$ cat config.mk
export PLATFORM = sky130hd
export DESIGN_NAME = base32_stream_encoder_top
export DESIGN_NICKNAME = d
export VERILOG_FILES = /design/src/hw/rtl/b32enc_pkg.sv /design/src/hw/rtl/b32enc_step.sv /design/src/hw/rtl/base32_stream_encoder_top.sv
export SDC_FILE = /design/constraint.sdc
export NUM_CORES = 1
export LEC_CHECK = 0
export BUFFER_PORTS_ARGS = -buffer_cell sky130_fd_sc_hd__buf_2
export CAP_MARGIN = 25
export CORE_ASPECT_RATIO = 1.4
export CORE_MARGIN = 1.5
export CORE_UTILIZATION = 60
export CTS_BUF_LIST = sky130_fd_sc_hd__clkbuf_16
export DETAILED_ROUTE_END_ITERATION = 8
export MAX_ROUTING_LAYER = met4
export PLACE_DENSITY = 0.8
export SYNTH_ARGS = -nofsm -noshare
export SYNTH_HDL_FRONTEND = slang
export SYNTH_HIERARCHICAL = 1
export SYNTH_SLANG_ARGS = --single-unit
$ cat constraint.sdc
create_clock -name clk -period 5.31 [get_ports clk]
set_clock_uncertainty 0.1 [all_clocks]
set_input_delay 0.531 -clock clk [delete_from_list [all_inputs] [get_ports clk]]
set_output_delay 0.531 -clock clk [all_outputs]
set_load 0.03 [all_outputs]
$ cat src/hw/rtl/b32enc_pkg.sv
package b32enc_pkg;

  localparam logic [6:0] CHAR_NEWLINE = 7'h0a;
  localparam logic [6:0] CHAR_PAD     = 7'h3d;
  localparam logic [6:0] CHAR_UPPER_A = 7'h41;
  localparam logic [6:0] CHAR_UPPER_Z = 7'h5a;
  localparam logic [6:0] CHAR_DIGIT_2 = 7'h32;
  localparam logic [6:0] CHAR_DIGIT_7 = 7'h37;

  localparam logic [1:0] CFG_PAD_ENABLE        = 2'd0;
  localparam logic [1:0] CFG_LINE_BREAK_ENABLE = 2'd1;

  typedef struct packed {
    logic [11:0] acc;
    logic [3:0]  pend;
    logic [2:0]  grp;
    logic        any;
    logic        nl_done;
    logic        fin;
  } msg_state_t;

  function automatic logic [6:0] symbol(input logic [4:0] v);
    logic [6:0] ch;
    if (v < 5'd26) begin
      ch = CHAR_UPPER_A + {2'b00, v};
    end else begin
      ch = CHAR_DIGIT_2 + {2'b00, v - 5'd26};
    end
    return ch;
  endfunction

endpackage

$ cat src/hw/rtl/b32enc_step.sv
module b32enc_step #(
  parameter int LINE_LENGTH = 64,
  parameter int LP_W        = 6
) (
  input  b32enc_pkg::msg_state_t st,
  input  logic [LP_W-1:0]        line_pos,
  input  logic                   pad_en,
  input  logic                   lb_en,
  output b32enc_pkg::msg_state_t st_nxt,
  output logic [LP_W-1:0]        line_pos_nxt,
  output logic [6:0]             ch,
  output logic                   is_last
);
  import b32enc_pkg::*;

  logic       need_nl;
  logic [2:0] sh_dn;
  logic [2:0] sh_up;
  logic [4:0] shifted;
  logic [4:0] flush_val;
  logic [3:0] pend_new;
  logic [2:0] grp_new;
  logic       more;

  assign need_nl   = lb_en && st.any && (line_pos == '0) && !st.nl_done;
  assign sh_dn     = 3'(st.pend - 4'd5);
  assign sh_up     = 3'(4'd5 - st.pend);
  assign shifted   = 5'(st.acc >> sh_dn);
  assign flush_val = st.acc[4:0] << sh_up;
  assign grp_new   = st.grp + 3'd1;

  always_comb begin
    st_nxt       = st;
    line_pos_nxt = line_pos;
    ch           = CHAR_NEWLINE;
    is_last      = 1'b0;
    pend_new     = st.pend;
    more         = 1'b0;
    if (need_nl) begin
      st_nxt.nl_done = 1'b1;
    end else begin
      if (st.pend >= 4'd5) begin
        ch       = symbol(shifted);
        pend_new = st.pend - 4'd5;
      end else if (st.pend != 4'd0) begin
        ch       = symbol(flush_val);
        pend_new = 4'd0;
      end else begin
        ch = CHAR_PAD;
      end
      more = (pend_new >= 4'd5) ||
             (st.fin && ((pend_new != 4'd0) || (pad_en && (grp_new != 3'd0))));
      is_last        = !more;
      st_nxt.pend    = pend_new;
      st_nxt.grp     = grp_new;
      st_nxt.any     = 1'b1;
      st_nxt.nl_done = 1'b0;
      line_pos_nxt   = (line_pos == LP_W'(LINE_LENGTH - 1)) ? '0 : line_pos + 1'b1;
      if (!more && st.fin) begin
        st_nxt       = '0;
        line_pos_nxt = '0;
      end
    end
  end

endmodule

$ cat src/hw/rtl/base32_stream_encoder_top.sv
// base32 stream encoder, RFC 4648 alphabet
// input channel: one byte per item (in_data_byte), in_final_byte marks the
// last byte of a message. output channel: one ASCII character per item
// (out_char) with out_run_last high on the last character caused by a byte.
// a byte yields one or two characters, a newline before a character at a
// nonzero multiple of LINE_LENGTH when line breaks are on, and on the final
// byte a flushed character and, if padding is on, '=' up to a group of 8.
// configuration: cfg_we with cfg_index and cfg_wdata, write only while idle.
// the byte is first registered in the message state; its first character
// then moves into the output register once that register is free.
// throughput: one character per cycle while out_ready is high; a byte
// causes 1 to 3 characters, up to 9 on a final byte if LINE_LENGTH >= 8;
// the next byte is taken at the edge that moves the last character of the
// current one into the output register.
// reset: output empty, message state cleared, padding on, line breaks off.
// stall: while out_ready is low the output register holds its character,
// the byte in progress waits and in_ready stays low until its work is done.
module base32_stream_encoder_top #(
  parameter int LINE_LENGTH = 64
) (
  input  logic       clk,
  input  logic       rst_n,
  input  logic       in_valid,
  output logic       in_ready,
  input  logic [7:0] in_data_byte,
  input  logic       in_final_byte,
  output logic       out_valid,
  input  logic       out_ready,
  output logic [6:0] out_char,
  output logic       out_run_last,
  input  logic       cfg_we,
  input  logic [1:0] cfg_index,
  input  logic       cfg_wdata
);
  import b32enc_pkg::*;

  localparam int LP_W = (LINE_LENGTH > 1) ? $clog2(LINE_LENGTH) : 1;

  msg_state_t      st_r, st_nxt, st_step, st_base;
  logic [LP_W-1:0] line_pos_r, line_pos_nxt, line_pos_step, line_pos_base;
  logic            busy_r, busy_nxt;
  logic            out_valid_r, out_valid_nxt;
  logic [6:0]      out_char_r, out_char_nxt;
  logic            out_last_r, out_last_nxt;
  logic            pad_en_r, pad_en_nxt;
  logic            lb_en_r, lb_en_nxt;
  logic [6:0]      step_char;
  logic            step_last;
  logic            step;
  logic            in_acc;

  b32enc_step #(
    .LINE_LENGTH (LINE_LENGTH),
    .LP_W        (LP_W)
  ) u_step (
    .st           (st_r),
    .line_pos     (line_pos_r),
    .pad_en       (pad_en_r),
    .lb_en        (lb_en_r),
    .st_nxt       (st_step),
    .line_pos_nxt (line_pos_step),
    .ch           (step_char),
    .is_last      (step_last)
  );

  assign step     = busy_r && (!out_valid_r || out_ready);
  assign in_ready = !busy_r || (step && step_last);
  assign in_acc   = in_valid && in_ready;

  always_comb begin
    st_base       = step ? st_step : st_r;
    line_pos_base = step ? line_pos_step : line_pos_r;
    st_nxt        = st_base;
    line_pos_nxt  = line_pos_base;
    if (in_acc) begin
      st_nxt.acc     = {st_base.acc[3:0], in_data_byte};
      st_nxt.pend    = st_base.pend + 4'd8;
      st_nxt.fin     = in_final_byte;
      st_nxt.nl_done = 1'b0;
    end
    busy_nxt = in_acc ? 1'b1 : ((step && step_last) ? 1'b0 : busy_r);
    out_valid_nxt = step ? 1'b1 : (out_ready ? 1'b0 : out_valid_r);
    out_char_nxt  = step ? step_char : out_char_r;
    out_last_nxt  = step ? step_last : out_last_r;
    pad_en_nxt    = pad_en_r;
    lb_en_nxt     = lb_en_r;
    if (cfg_we) begin
      case (cfg_index)
        CFG_PAD_ENABLE:        pad_en_nxt = cfg_wdata;
        CFG_LINE_BREAK_ENABLE: lb_en_nxt  = cfg_wdata;
        default: ;
      endcase
    end
  end

  always_ff @(posedge clk) begin
    if (!rst_n) begin
      st_r        <= '0;
      line_pos_r  <= '0;
      busy_r      <= 1'b0;
      out_valid_r <= 1'b0;
      pad_en_r    <= 1'b1;
      lb_en_r     <= 1'b0;
    end else begin
      st_r        <= st_nxt;
      line_pos_r  <= line_pos_nxt;
      busy_r      <= busy_nxt;
      out_valid_r <= out_valid_nxt;
      pad_en_r    <= pad_en_nxt;
      lb_en_r     <= lb_en_nxt;
    end
  end

  always_ff @(posedge clk) begin
    out_char_r <= out_char_nxt;
    out_last_r <= out_last_nxt;
  end

  assign out_valid    = out_valid_r;
  assign out_char     = out_char_r;
  assign out_run_last = out_last_r;

endmodule

# Yosys cells after proc, flatten, opt, wreduce, memory -nomap -nowiden
# Cells that the tools add are included.
op_classes:
  n_eq_ne: 3
  muxes: 21
  reduce_logical: 31
  shifts: 2
  add_sub_neg: 11
  n_lt_le_gt_ge: 4
  n_bitwise: 2
ops:
  columns: ["operator", "n"]
  rows:
  - ["$mux 22", 2]
  - ["$mux 7", 4]
  - ["$mux 20", 1]
  - ["$mux 16", 1]
  - ["$add 6x5->7 const A", 2]
  - ["$add 7x5->7 const A", 2]
  - ["$mux 4", 3]
  - ["$mux 6", 2]
  - ["$shr 12x3->5", 1]
  - ["$lt 5x5->1 const B", 2]
  - ["$sub 5x5->5 const B", 2]
  - ["$logic_and 1x1->1", 9]
  - ["$ge 4x3->1 const B", 2]
  - ["$mux 1", 8]
  - ["$reduce_bool 2->1", 4]
  - ["$reduce_bool 4->1", 2]
  - ["$add 6x1->6 const B", 1]
  - ["$eq 6x6->1 const B", 1]
  - ["$logic_not 6->1", 1]
  - ["$reduce_and 2->1", 3]
  - ["$shl 5x3->5", 1]
  - ["$add 4x4->4 const B", 1]
  - ["$logic_not 1->1", 4]
  - ["$logic_or 1x1->1", 4]
  - ["other kinds (10)", 11]
totals:
  word_cells: 88
  register_bits: 40
  in_bits: 17

# Logic depth before layout (Yosys ltp)
# Gate-level depths: netlist of run 1.
logic_depth:
  depth_word: 15
  ltp_mapped: 15
  depth_no_buf: 11

# Hierarchy
# Netlist of run 1, hierarchy kept.
modules_own_cells:
  columns: ["module", "seq_area_each_um2", "area_per_inst_um2", "n_inst", "cells_each"]
  rows:
  - ["b32enc_step", 0.0, 1652.8, 1, 210]
  - ["base32_stream_encoder_top", 880.8, 1500.2, 1, 152]

# Worst setup path after synthesis of run 1
# Ideal clock, no wire load.
synth_path:
  kind: "reg2out"
  startpoint: "register st_r[7] in the netlist's numbering"
  endpoint: "output port in_ready"
  arrival_ns: 2.609
  stages_incl_launch_ff: 13
  t_required_ns: 4.679
  slack_ns: 2.070
  cell_sequence: "dfxtp_1 > clkbuf_1 > inv_1 > ha_1 > buf_2 > inv_1 > nor3_1 > o21ai_1 > a21oi_1 > nor2b_1 > a21boi_0 > nand2_1 > nand2_1"
synth_between:
  elab_chain_cells: 12
  word_cells_on_any_way: 15
  cone_classes: "add/sub (1); order compare (2); mux (4); reduce/logical (8)"
synth_rtl:
  columns: ["item", "line_no", "text"]
  rows:
  - ["start, declared", "base32_stream_encoder_top.sv:39", "msg_state_t st_r, st_nxt, st_step, st_base;"]
  - ["start signal, assigned", "base32_stream_encoder_top.sv:105", "st_r <= st_nxt;"]
  - ["branches (longest 2 deep; another with $sub 4x3->4)", null, null]
  - ["$mux 4 *", "b32enc_step.sv:42", "if (st.pend >= 4'd5) begin"]
  - ["$mux 4 *", "b32enc_step.sv:39", "if (need_nl) begin"]
  - ["branches (longest 3 deep; another with $ge 4x3->1)", null, null]
  - ["$logic_or 1x1->1 *", "b32enc_step.sv:51", "more = (pend_new >= 4'd5) ||"]
  - ["$logic_not 1->1 *", "b32enc_step.sv:53", "is_last = !more;"]
  - ["$mux 1 *", "b32enc_step.sv:39", null]
  - ["via step_last", "base32_stream_encoder_top.sv:48", "logic step_last;"]
  - ["$logic_and 1x1->1 *", "base32_stream_encoder_top.sv:67", "assign in_ready = !busy_r || (step && step_last);"]
  - ["$logic_or 1x1->1 *", "base32_stream_encoder_top.sv:67", null]
  - ["end, declared", "base32_stream_encoder_top.sv:24", "output logic in_ready,"]
# Mark *: on every way through the listed nets, which the timed path passes. The select of a mux whose other input is x is not followed.

# Worst setup path in the final report of run 1
layout_path:
  startpoint: "register st_r[6] in the netlist's numbering"
  endpoint: "output port in_ready"
# The elaborated chain is that of the path after synthesis.

==> flow_metrics.env, run 1 <==
export IMPL_hold_depth=2
export IMPL_async_flop_share=0
export IMPL_grt_max_degree=29
export IMPL_post_place_cells=435
export IMPL_cts_sinks=40
export IMPL_die_h_um=88.8
export IMPL_r2r_start="st_r[6]$_SDFFE_PN0N_"
export IMPL_maxSlewHeadroom=0.321
export IMPL_synth_top_family_by_area="compound AO/OA/AOI/OAI gates"
export IMPL_final_util=0.662
export IMPL_ys_flop_type="dfxtp_1"
export IMPL_run_status="finished, final reports clean"
export IMPL_synth_edf_count=8
export IMPL_layoutNonFillerInstCount=443
export IMPL_cts_root_buf="clkbuf_16"
export IMPL_synth_compound_area_share=0.196
export IMPL_fmax_ghz=0.249
export IMPL_synth_cell_types=64
export IMPL_start_util=0.616
export IMPL_die_w_um=64.3
export IMPL_wl_per_cell_um=15.7
export IMPL_synth_top_area_frac=0.203
export IMPL_crit_arrival_ps=3390
export IMPL_reg2reg_slack_ps=1570
export IMPL_synth_area_um2=3150
export IMPL_cts_resized=0
export IMPL_coreArea_um2=5120
export IMPL_die_area_um2=5700
export IMPL_pre_cts_ws_ps=1680
export IMPL_fin_ws_ps=1290
export IMPL_clkLatencyLatePin_ps=280
export IMPL_post_cts_buffers=0
export IMPL_synth_xor_area_frac=0.0464
export IMPL_synth_simple_area_share=0.192
export IMPL_startpoint_type="register"
export IMPL_antennaDiodeCount=0
export IMPL_tritoncts="yes"
export IMPL_drt_iter0_drc=154
export IMPL_fin_tns_setup_ps=0
export IMPL_dr_pass1_iters=4
export IMPL_syn_nets=397
export IMPL_vias_per_cell=6.00
export IMPL_antenna_found_initial=0
export IMPL_io_buffers=26
export IMPL_min_period_ps=4020
export IMPL_synthMuxAreaShare=0.151
export IMPL_vdd_drop_max_mv=0.233
export IMPL_avgSynthCellArea_um2=8.71
export IMPL_reg2reg_depth=13
export IMPL_finish_instance_area_um2=3390
export IMPL_syn_inst=362
export IMPL_numCtsBuffers=5
export IMPL_dp_hpwl_mm=5.03
export IMPL_synth_area_leaders="dfxtp_1 20%, mux2i_1 7.6%, edfxtp_1 7.6%"
export IMPL_finalHoldViolations=0
export IMPL_rr_endpoint="st_r[18]$_SDFFE_PN0P_"
export IMPL_p_per_area_nw_per_um2=303
export IMPL_drt_wl_total_mm=6.97
export IMPL_rsz0062_at_grt="false"
export IMPL_grt_pass1_wl_mm=11.6
export IMPL_drc=0
export IMPL_ys_ff_latch=40
export IMPL_final_nets=411
export IMPL_power_total_mw=1.03
export IMPL_min_from="st_r[1]$_SDFFE_PP0N_"
export IMPL_drv_cap=0
export IMPL_drive_gt1_frac=0.172
export IMPL_hp_class="reg -> reg"
export IMPL_n_fill_cell=444
export IMPL_rows=31
export IMPL_cts_hold_buffers=0
export IMPL_grt_overflow_total=0
export IMPL_finalWeightedCongestion=0.863
export IMPL_clkTransAtPathRegs_ps=60
export IMPL_leakage_nw=1.39
export IMPL_clockBufferDepth=2
export IMPL_htreeDepth=2
export IMPL_place_area_um2=3250
export IMPL_ys_seq_area_frac=0.279
export IMPL_final_cell_mix="52 x nand2_1, 32 x dfxtp_1, 30 x a21oi_1"
export IMPL_antenna_left=0
export IMPL_area_growth_synth_to_final_pct=7.50
export IMPL_required_ps=4680
export IMPL_path_class="reg -> out"
export IMPL_worst_setup_path_end_kind="primary output"
export IMPL_ys_warnings_count=6
export IMPL_whs_ps=362
export IMPL_min_to="st_r[1]$_SDFFE_PP0N_"
export IMPL_grt_pass1_vias=2501
export IMPL_setup_violations=0
export IMPL_ios=27
export IMPL_yosys_area_top_type="dfxtp_1"
export IMPL_final_common_cell="nand2_1"
export IMPL_tightest_slew_ps=1020
export IMPL_cp_max_fo=25
export IMPL_grt_usage=0.266
export IMPL_drv_slew=0
export IMPL_via_count=2660
export IMPL_synthAdderAreaFrac=0.0714
export IMPL_period_share=0.757
## cells by family after synthesis
logic type | after synthesis
AOI/OAI and AO/OA | 91
DFF | 40
and+or+nand+nor | 121
buffers and inverters | 39
muxes | 38
adders and majority gates | 18
xor gates and xnor gates | 15
## critical path: stages (launching register included)
cell and delay [ps]:
dfxtp_1 290, buf_4 220, inv_2 150, ha_1 360
nand2b_1 160, a21oi_2 400, o21ai_1 220, a21oi_1 290
nor2b_1 190, a21boi_0 400, nand2_1 120, nand2_1 90
buf_2 190
## area by class of cell
| type | count | area, um^2 | share of cell area |
|---|---|---|---|
| clock inverter | 3 | 16.3 | 0.00480 |
| timing repair buffer | 28 | 145 | 0.0428 |
| tap | 66 | 82.6 | 0.0244 |
| sequential | 40 | 881 | 0.260 |
| inverter | 18 | 67.6 | 0.0199 |
| clock buffer | 5 | 125 | 0.0369 |
| multi-input combinational | 283 | 2070 | 0.611 |
## per-layer routing
layer | GRT usage | share of wire | vias to the layer above
met4 | 0.0696 | 0.010 | 0
met5 | - | 0 | -
li1 | - | - | 1325
met3 | 0.0280 | 0.039 | 7
met1 | 0.310 | 0.41 | 1257
met2 | 0.488 | 0.54 | 71
## worst max path at each step
stage	start	end	slack, ps	depth (start not counted)
2_1_floorplan	st_r[7]$_SDFFE_PN0N_	in_ready	2070	12
3_3_place_gp	st_r[6]$_SDFFE_PN0N_	in_ready	1810	12
3_5_place_dp	st_r[6]$_SDFFE_PN0N_	in_ready	1680	12
4_1_cts	st_r[6]$_SDFFE_PN0N_	in_ready	1330	12
5_1_grt	st_r[7]$_SDFFE_PN0N_	in_ready	890	11
6_report	st_r[6]$_SDFFE_PN0N_	in_ready	1290	12
## power breakdown
part	internal (mW)	switching, mW
clock network	0.172	0.120
logic	0.148	0.203
registers	0.346	0.0378
total	0.665	0.361
## synthesized netlist by cell type, drive strengths merged, types with 2 or more instances
cell,n
a21boi,3
a21o,3
a21oi,32
a221oi,3
a22o,5
a31oi,8
and3,5
buf,16
clkbuf,5
dfxtp,32
edfxtp,8
ha,18
inv,18
mux2,7
mux2i,24
mux4,7
nand2,54
nand2b,4
nand3,4
nand3b,2
nor2,16
nor2b,16
nor3,9
nor3b,3
nor4,2
o21ai,20
o22ai,4
o311ai,2
o31ai,3
xnor2,11
xor2,4
## state kept, by name, indices dropped and copies added (netlist names)
| name | flops |
|---|---|
| out_char | 7 |
| busy_r | 1 |
| lb_en_r | 1 |
| pad_en_r | 1 |
| st_r | 22 |
| out_valid | 1 |
| line_pos_r | 6 |
| out_run_last | 1 |
Power figures use the tool's default switching activity.
==> inputs of run 2 (changes only) <==
ABC_AREA = 1   (was unset)
CORE_UTILIZATION = 55   (was 60)
PLACE_DENSITY = 0.77   (was 0.8)
clock period = 3.4 ns   (was 5.31 ns; I/O delays follow)
==> flow_metrics.env, run 2 <==
export IMPL_cts_resized=0
export IMPL_post_cts_buffers=0
export IMPL_synth_area_um2=3440
export IMPL_slowest_delay_ps=510
export IMPL_final_nets=608
export IMPL_fmax_ghz=0.317
export IMPL_io_buffers=26
export IMPL_min_period_ps=3150
export IMPL_die_w_um=69.8
export IMPL_synth_top_family_by_area="simple AND/OR/NAND/NOR gates"
export IMPL_die_area_um2=6750
export IMPL_setup_violations=0
export IMPL_worst_setup_path_end_kind="primary output"
export IMPL_required_ps=2960
export IMPL_via_count=3408
export IMPL_leakage_nw=1.89
export IMPL_rsz0062_at_grt="false"
export IMPL_grt_usage=0.252
export IMPL_fin_tns_setup_ps=0
export IMPL_run_status="finished, final reports clean"
export IMPL_hp_class="in -> reg"
export IMPL_reg2reg_slack_ps=370
export IMPL_coreArea_um2=5950
export IMPL_synth_most_common_cell="nand2_1"
export IMPL_finish_instance_area_um2=3690
export IMPL_place_area_um2=3550
export IMPL_finalWeightedCongestion=0.913
export IMPL_start_util=0.579
export IMPL_synth_simple_area_share=0.438
export IMPL_synth_area_leaders="nand2_1 20%, dfxtp_1 19%, nor2_1 8.2%"
export IMPL_avgSynthCellArea_um2=6.19
export IMPL_synth_top_area_frac=0.197
export IMPL_async_flop_share=0
export IMPL_drive_gt1_frac=0.120
export IMPL_clkLatencyLatePin_ps=290
export IMPL_crit_cells=11
export IMPL_post_place_cells=636
export IMPL_vdd_drop_max_mv=0.426
export IMPL_fin_ws_ps=248
export IMPL_synth_xor_area_frac=0.0127
export IMPL_die_h_um=96.6
export IMPL_final_cell_mix="181 x nand2_1, 75 x nor2_1, 68 x inv_1"
export IMPL_grt_pass1_wl_mm=13.4
export IMPL_wl_per_cell_um=12.6
export IMPL_ios=27
export IMPL_syn_inst=556
export IMPL_antenna_found_initial=0
export IMPL_antennaDiodeCount=0
export IMPL_synth_edf_count=8
export IMPL_cp_cell_sequence="inv_1 -> ha_1 -> inv_2 -> a22oi_1 -> nand2_1 -> nand2_2 -> nand2_1 -> nor2_1 -> nand2_4 -> nand2_8 -> buf_2"
export IMPL_synthAdderAreaFrac=0.0655
export IMPL_clkTransAtPathRegs_ps=60
export IMPL_final_common_cell="nand2_1"
export IMPL_rows=33
export IMPL_numCtsBuffers=5
export IMPL_synthTopCellsByCount="181 x nand2_1, 75 x nor2_1, 67 x inv_1, 42 x nand3_1, 32 x dfxtp_1"
export IMPL_drv_slew=0
export IMPL_yosys_area_top_type="nand2_1"
export IMPL_cts_root_buf="clkbuf_16"
export IMPL_regMostFlops="st_r"
export IMPL_cp_top_family="simple AND/OR/NAND/NOR gates"
export IMPL_cts_hold_buffers=0
export IMPL_critPathCapture="in_ready"
export IMPL_synth_compound_area_share=0.111
export IMPL_htreeDepth=2
export IMPL_final_util=0.621
export IMPL_dr_pass1_iters=7
export IMPL_drt_iter0_drc=158
export IMPL_tritoncts="yes"
export IMPL_syn_nets=591
export IMPL_grt_overflow_total=0
export IMPL_path_class="reg -> out"
export IMPL_tightest_slew_ps=887
export IMPL_period_share=0.927
export IMPL_finalHoldViolations=0
export IMPL_rr_endpoint="out_char[3]$_DFFE_PN_"
export IMPL_startpoint_type="register"
export IMPL_whs_ps=215
export IMPL_grt_max_degree=32
export IMPL_synthMuxAreaShare=0
export IMPL_critPathMostFrequentCell="nand2_1"
export IMPL_path_buf_inv=3
export IMPL_layoutNonFillerInstCount=644
export IMPL_hold_depth=3
export IMPL_crit_arrival_ps=2710
export IMPL_clockBufferDepth=2
export IMPL_synth_cell_types=38
export IMPL_min_from="in_data_byte[1]"
export IMPL_power_total_mw=1.85
export IMPL_vias_per_cell=5.29
export IMPL_cp_max_fo=11
export IMPL_r2r_start="st_r[7]$_SDFFE_PN0N_"
export IMPL_crit_start="st_r[7]$_SDFFE_PN0N_"
export IMPL_reg2reg_depth=14
export IMPL_maxSlewHeadroom=0.403
export IMPL_ys_warnings_count=6
export IMPL_ys_seq_area_frac=0.256
export IMPL_ys_flop_type="dfxtp_1"
export IMPL_area_growth_synth_to_final_pct=7.31
export IMPL_drc=0
export IMPL_p_per_area_nw_per_um2=501
export IMPL_drt_wl_total_mm=8.11
export IMPL_drv_cap=0
export IMPL_grt_pass1_vias=3023
export IMPL_cts_sinks=40
export IMPL_ys_ff_latch=40
export IMPL_pre_cts_ws_ps=447
export IMPL_dp_hpwl_mm=5.99
export IMPL_largest_reg_flops=22
export IMPL_antenna_left=0
export IMPL_cp_slowest_cell="ha_1"
[run 2: layout make-up]
| class | count | area (um^2) |
|---|---|---|
| fill | 579 | 2250 |
| multi-input combinational | 423 | 2160 |
| sequential | 40 | 881 |
| inverter | 76 | 285 |
| timing repair buffer | 27 | 138 |
| clock buffer | 5 | 125 |
| tap | 70 | 87.6 |
| clock inverter | 3 | 18.8 |
[run 2: worst register-to-register path, delay by kind of cell (launching register included)]
family                     cells  cell delay [ps]
buffers and inverters          3              420
xor gates and xnor gates       1              130
DFF                            1              420
AOI/OAI and AO/OA              1              120
adders and majority gates      2              570
and+or+nand+nor                7             1030
[run 2: power breakdown]
part           leakage (nW)  switching (mW)  internal [mW]
Clock                0.0755           0.202          0.271
Combinational          1.47           0.521          0.256
Sequential            0.339          0.0499          0.550
Total                  1.89           0.773           1.08
[run 2: worst min-delay path by stage]
stage	slack, ps	to
after floorplan	350	lb_en_r$_SDFFE_PN0P_
after global placement	370	line_pos_r[4]$_SDFFE_PN0N_
after detailed placement	370	st_r[15]$_SDFFE_PN0P_
after CTS	210	st_r[11]$_SDFF_PN0_
after global routing	240	st_r[11]$_SDFF_PN0_
final	210	st_r[11]$_SDFF_PN0_
[run 2: logic make-up (layout without fill, tap and decap cells)]
logic type,Yosys count,after routing
adder cells (fa/ha/maj),18,18
AND/OR/NAND/NOR,335,335
AO/OA/AOI/OAI,65,65
XOR/XNOR,5,5
buffers and inverters,93,111
flip-flops,40,40
[run 2: routing by layer]
layer	wire (um)	track usage	up-vias
met3	225	0.0311	19
met4	235	0.119	0
li1	-	-	1794
met5	0	-	-
met2	4140	0.456	81
met1	3510	0.279	1514
